==> src/hw/rtl/pca_pkg.sv <==
// Shared types, widths and codes of the pixel color adjust block.
package pca_pkg;

  localparam int unsigned ChanW    = 8;
  localparam int unsigned NumChan  = 4;
  localparam int unsigned NumColor = 3;
  localparam int unsigned TabAw    = 8;
  localparam int unsigned TabDw    = 9;
  localparam int unsigned AmtW     = 9;
  localparam int unsigned GainW    = 18;
  localparam int unsigned CfgIdxW  = 3;
  localparam int unsigned CfgDataW = 18;
  localparam int unsigned SDataW   = 56;
  localparam int unsigned MDataW   = 32;

  localparam logic [ChanW-1:0] GrayCoefR = 8'd54;
  localparam logic [ChanW-1:0] GrayCoefG = 8'd183;
  localparam logic [ChanW-1:0] GrayCoefB = 8'd18;
  localparam logic [AmtW-1:0]  AmtFull   = 9'd256;
  localparam logic [ChanW-1:0] ChanMax   = 8'd255;

  typedef enum logic [1:0] {
    MODE_INVERT = 2'd0,
    MODE_DESAT  = 2'd1,
    MODE_LEVELS = 2'd2,
    MODE_BYPASS = 2'd3
  } mode_e;

  typedef enum logic [CfgIdxW-1:0] {
    CFG_MODE      = 3'd0,
    CFG_INV_MASK  = 3'd1,
    CFG_DESAT_AMT = 3'd2,
    CFG_IN_BLACK  = 3'd3,
    CFG_IN_GAIN   = 3'd4,
    CFG_OUT_BLACK = 3'd5,
    CFG_OUT_WHITE = 3'd6
  } cfg_idx_e;

  typedef logic [ChanW-1:0] chan_t;

  typedef struct packed {
    logic             we;
    logic [TabAw-1:0] addr;
    logic [TabDw-1:0] data;
  } gamma_wr_t;

endpackage

==> src/hw/rtl/pca_gamma_ram.sv <==
// One copy of the gamma table: one write port and one registered read port.
module pca_gamma_ram (
  input  logic                           clk_i,
  input  pca_pkg::gamma_wr_t             wr_i,
  input  logic                           rd_en_i,
  input  logic [pca_pkg::TabAw-1:0]      rd_addr_i,
  output logic [pca_pkg::TabDw-1:0]      rd_data_o
);

  logic [pca_pkg::TabDw-1:0] mem_q [2**pca_pkg::TabAw];
  logic [pca_pkg::TabDw-1:0] rd_data_q;

  always_ff @(posedge clk_i) begin
    if (wr_i.we) begin
      mem_q[wr_i.addr] <= wr_i.data;
    end
    if (rd_en_i) begin
      rd_data_q <= mem_q[rd_addr_i];
    end
  end

  assign rd_data_o = rd_data_q;

endmodule

==> config.mk <==
export PLATFORM = sky130hd
export DESIGN_NAME = pca_gamma_ram
export DESIGN_NICKNAME = d
export VERILOG_FILES = /design/src/hw/rtl/pca_pkg.sv /design/src/hw/rtl/pca_gamma_ram.sv
export SDC_FILE = /design/constraint.sdc
export NUM_CORES = 2
export LEC_CHECK = 0
export BUFFER_PORTS_ARGS = -buffer_cell sky130_fd_sc_hd__buf_4
export CAP_MARGIN = 10
export CELL_PAD_IN_SITES_DETAIL_PLACEMENT = 2
export CELL_PAD_IN_SITES_GLOBAL_PLACEMENT = 2
export CORE_ASPECT_RATIO = 1.25
export CORE_MARGIN = 5
export CORE_UTILIZATION = 55
export DETAILED_ROUTE_END_ITERATION = 8
export PLACE_DENSITY = 0.9
export SYNTH_ARGS = -nofsm -noshare
export SYNTH_HDL_FRONTEND = slang
export SYNTH_SLANG_ARGS = --single-unit
==> constraint.sdc <==
create_clock -name clk_i -period 3.6 [get_ports clk_i]
set_input_delay 0.72 -clock clk_i [delete_from_list [all_inputs] [get_ports clk_i]]
set_output_delay 0.72 -clock clk_i [all_outputs]
set_load 0.02 [all_outputs]
==> results of run 1 <==
## per-stage QoR
stage,setup TNS (ns),area [um^2],setup WS (ns),std cells
global placement,-3.93,95500,-0.708,6691
floorplan,0,89400,0.918,4237
## kinds of logic after synthesis
logic type	synth area share [%]
AOI/OAI and AO/OA	3.75
buffers and inverters	1.75
DFF	77.7
muxes	14.3
and+or+nand+nor	2.50
## cells in the mapped netlist, types with 4 or more instances
master / n
buf_6: 26
and3b_1: 4
nand3_1: 31
a211oi_1: 26
mux4_2: 467
buf_4: 28
o22ai_1: 65
o221ai_1: 35
or2_2: 4
buf_2: 54
edfxtp_1: 2313
nor3_1: 21
a22o_1: 8
buf_8: 12
a21oi_1: 98
mux4_1: 9
nor2b_1: 28
buf_1: 14
mux2_2: 21
nand4_1: 11
mux2i_1: 177
nor2_1: 305
o21ai_1: 5
o31a_1: 8
buf_12: 5
nor4_1: 27
nand2b_1: 9
a22oi_1: 174
a221oi_1: 11
nand2_1: 40
clkbuf_1: 120
o21ai_0: 31
a31oi_1: 10
==> summary.txt, run 1 <==
Floorplan
  – Die Span X: 371 um
  – Row cnt: 165
  – Ports: 37
  – Initial Util: 55.3%
  – Die height: 461 um

Yosys
  – Yosys Warn Count: 0
  – EDFF count, synth: 2313
  – Seq/Total Area, Yosys: 77.7%
  – Dominant synthesized flop cell: edfxtp_1
  – Mean post-synth cell area: ~21 um^2
  – Area of the mapped netlist: 0.0894 mm^2
  – Cells after synthesis: 4237
  – Area fraction of the dominant cell type after synthesis: 77.7%
  – Synthesized flop and latch total: 2313
  – Synth area leader: edfxtp_1
  – Yosys cell types: 56
  – Area contributors post-synth: edfxtp_1 (78%), mux4_2 (12%), mux2i_1 (2.0%), a22oi_1 (1.5%), nor2_1 (1.3%)
  – Mapped Nets: around 4300
  – Post-synth ARST share: 0%

Outcome
  – Status: aborted with a tool error
  – Last stage reached: detailed placement
  – Error msg: [ERROR DPL-0033] detailed placement checks failed during check placement.

Placed design
  – RD Place Congestion: 0.871
  – I/O Buffers: 36
  – DP HPWL: 266 mm
==> inputs of run 2 (changes only) <==
==> config.mk (replaced) <==
export PLATFORM = sky130hd
export DESIGN_NAME = pca_gamma_ram
export DESIGN_NICKNAME = d
export VERILOG_FILES = /design/src/hw/rtl/pca_pkg.sv /design/src/hw/rtl/pca_gamma_ram.sv
export SDC_FILE = /design/constraint.sdc
export NUM_CORES = 2
export LEC_CHECK = 0
export BUFFER_PORTS_ARGS = -buffer_cell sky130_fd_sc_hd__buf_4
export CAP_MARGIN = 10
export CORE_MARGIN = 5
export CORE_UTILIZATION = 40
export DETAILED_ROUTE_END_ITERATION = 8
export PLACE_DENSITY_LB_ADDON = 0.15
export SYNTH_ARGS = -nofsm -noshare
export SYNTH_HDL_FRONTEND = slang
export SYNTH_SLANG_ARGS = --single-unit
==> summary.txt, run 2 <==
Global routing
  – First-pass GRT wire length: 346 mm
  – Initial antenna violation count: 14
  – Gr ovfl total: 0
  – Largest net degree at the start of global routing: 145
  – GRT Total Usage: 20.9%
  – Vias in the first global route: around 45000

Yosys
  – Seq/Total Area, Yosys: 77.7%
  – Yosys Warn Count: 0
  – Cells after synthesis: 4237
  – EDFF count, synth: roughly 2300
  – Dominant synthesized flop cell: edfxtp_1
  – Area contributors post-synth: edfxtp_1 (78%), mux4_2 (12%), mux2i_1 (2.0%), a22oi_1 (1.5%), nor2_1 (1.3%)
  – Area of the mapped netlist: 0.0894 mm^2
  – Mean post-synth cell area: 21.1 um^2
  – Yosys cell types: 56
  – Synth area leader: edfxtp_1
  – Area fraction of the dominant cell type after synthesis: 77.7%
  – Most frequent cell after synthesis: edfxtp_1
  – Mapped Nets: 4265
  – Post-synth ARST share: 0%
  – Synthesized flop and latch total: 2313
  – Synth cell count leaders: edfxtp_1 (2313), mux4_2 (467), nor2_1 (305)

Cells and area
  – Area grow syn2layout: 17.0%
  – Non-Filler Instances: ~8000
  – Largest register FFs: 2304
  – Fillers: roughly 19000
  – Most common cell after layout, fill and taps aside: edfxtp_1
  – Most frequent cells in the layout: edfxtp_1 (2313), buf_4 (528), mux4_2 (467)
  – Share of layout cells above drive strength 1: 28.5%
  – Footprint of the multi-input gates: between 0.015 and 0.02 mm^2
  – # nets final: 4848
  – FF+latch area: 0.0695 mm^2
  – Biggest register: mem_q

STA
  – Max_slew headroom: roughly a fifth
  – RSZ-0062 raised after global routing: no
  – Period minus WS final: 3.15 ns
  – Worst slew pin tran: 1.18 ns
  – # setup viols final: 0
  – Final slew viol count: 0
  – Hold Violations, Final: 0
  – Clock skew: 0.0354 ns
  – Period utilization: between 80 and 90%
  – F_max: 0.318 GHz

Route
  – DRT iter0 DRCs: 4927
  – Routed length per instance: just over 30 um
  – WL final: 244 mm
  – Routed vias/inst: 5.62
  – Via total after detailed routing: 44900
  – DRT Pass-1 Iters: 5
  – DRC viols: 0
  – Remaining antenna violation count after routing: 0

Critical path
  – Worst path top cell family by delay: compound AO/OA/AOI/OAI gates
  – CP Depth: 9
  – Crit-path cells: buf_8 > buf_12 > buf_12 > buf_12 > mux4_2 > a22oi_1 > a21oi_1 > a211oi_1 > nor4_1
  – Crit path DAT: 3.72 ns
  – R2R Setup Slk: between 0.6 and 0.7 ns
  – Critical path type: in2reg
  – CP Launch Type: input pin
  – R2r startpoint: mem_q[82][0]
  – Crit-path slowest cell: a211oi_1
  – Crit. End Element: flop
  – CP dominant cell by count: buf_12
  – RR Endpoint: rd_data_o[0]
  – CP peak stage delay: 0.99 ns
  – Required time of the critical path: ~4.2 ns
  – WP buf/inv: 4
  – Worst R2R Path Depth: 8
  – Crit-path max FO: 29

Floorplan
  – Die height: 483 um
  – Row cnt: 173
  – Full die area: 0.233 mm^2
  – Die Span X: slightly below 500 um
  – Core Area: 0.222 mm^2
  – Ports: 37
  – Initial Util: 40.2%

CTS
  – PostCTS Resize Cnt: 0
  – Worst-case clock buffer depth: 3
  – Clk slew on worst S/H paths: approximately 0.060 ns
  – CTS tree: yes
  – CTS buffer count: 234
  – CTS Root Cell: clkbuf_16
  – Clk_lat worst skew: 0.87 ns
  – CTS H-tree depth: 4
  – CTS Hold Bufs: 0
  – Post-CTS Setup Bufs: 0
  – Clock Sinks: 2313

Pwr
  – Cell Pwr Density: 540 mW/mm^2
  – Total power: 56.5 mW
  – Static leakage: 33.3 nW
  – Peak VDD IR: 522 uV

Run
  – Max-cap violation count: 0

Worst hold path
  – Hold endpoint: mem_q[195][4]
  – Hold WC Path Type: in2reg
  – Min-delay src: wr_i[4]
  – Hold Path Stages: 1

Placed design
  – DP HPWL: 156 mm
  – Cell count after placement: 7559
  – I/O Buffers: 36
  – RD Place Congestion: 0.825

Outcome
  – Status: complete, no violations
run 2: cell counts after synthesis:
No cell type changed its count.
run 2: worst max-delay path by stage:
stage	start	to
after floorplan	rd_addr_i[0]	rd_data_o[7]
after global placement	rd_addr_i[0]	rd_data_o[0]
after detailed placement	rd_addr_i[0]	rd_data_o[8]
after CTS	rd_addr_i[0]	rd_data_o[8]
after global routing	rd_addr_i[0]	rd_data_o[8]
final	rd_addr_i[0]	rd_data_o[8]
run 2: per-stage QoR:
| step | area [um^2] | util, % | setup slack [ns] | hold WS (ns) | TNS [ns] |
|---|---|---|---|---|---|
| floorplan | 89400 | - | 0.918 | 0.819 | 0 |
| global placement | 97100 | 43.7 | -0.609 | 1.12 | -3.09 |
| detailed placement | 97100 | 43.7 | -0.558 | 1.16 | -2.70 |
| CTS | 105000 | 47.0 | 0.431 | 0.204 | 0 |
| global route | 105000 | 47.0 | 0.385 | 0.214 | 0 |
| finish | 105000 | 47.0 | 0.452 | 0.271 | 0 |
run 2: layout make-up:
cell class | instances | area share [%]
Sequential cell | 2313 | 66.4
Antenna cell | 8 | 0.0192
Clock buffer | 292 | 5.85
Inverter | 2 | 0.00718
Clock inverter | 139 | 1.25
Tap cell | 2975 | 3.56
Timing Repair Buffer | 606 | 5.22
Multi-Input combinational cell | 1663 | 17.6
run 2: worst reg2reg max path, cell delays in order (launching register included):
cell and delay (ns):
edfxtp_1 0.37, mux4_2 0.46, a22o_1 0.30, a221oi_1 0.28, buf_4 0.19, o32ai_1 0.09
nor3_1 0.76, buf_4 0.24, nor4_1 0.04
run 2: power by group:
| group | leakage, nW | total (mW) | internal [mW] | switching, mW |
|---|---|---|---|---|
| clock network | 3.61 | 23.7 | 13.5 | 10.1 |
| registers | 20.8 | 29.8 | 29.7 | 0.0494 |
| logic | 8.91 | 3.01 | 1.10 | 1.91 |
run 2: layer usage:
layer	GRT usage, %	part of all wire (%)	wire, um	vias to the layer above
li1	-	-	-	19000
met1	30.9	44	108000	24200
met2	33.2	48	116000	1467
met3	3.25	6.0	14700	281
met4	4.69	2.0	4930	4
met5	0	0.014	34	-
run 2: logic make-up after synthesis:
| group | after synthesis | synth area share, % |
|---|---|---|
| AO/OA/AOI/OAI | 489 | 3.75 |
| AND/OR/NAND/NOR | 500 | 2.50 |
| buffers and inverters | 261 | 1.75 |
| flip-flops | 2313 | 77.7 |
| multiplexers | 674 | 14.3 |
(Power assumes the default switching activity.)
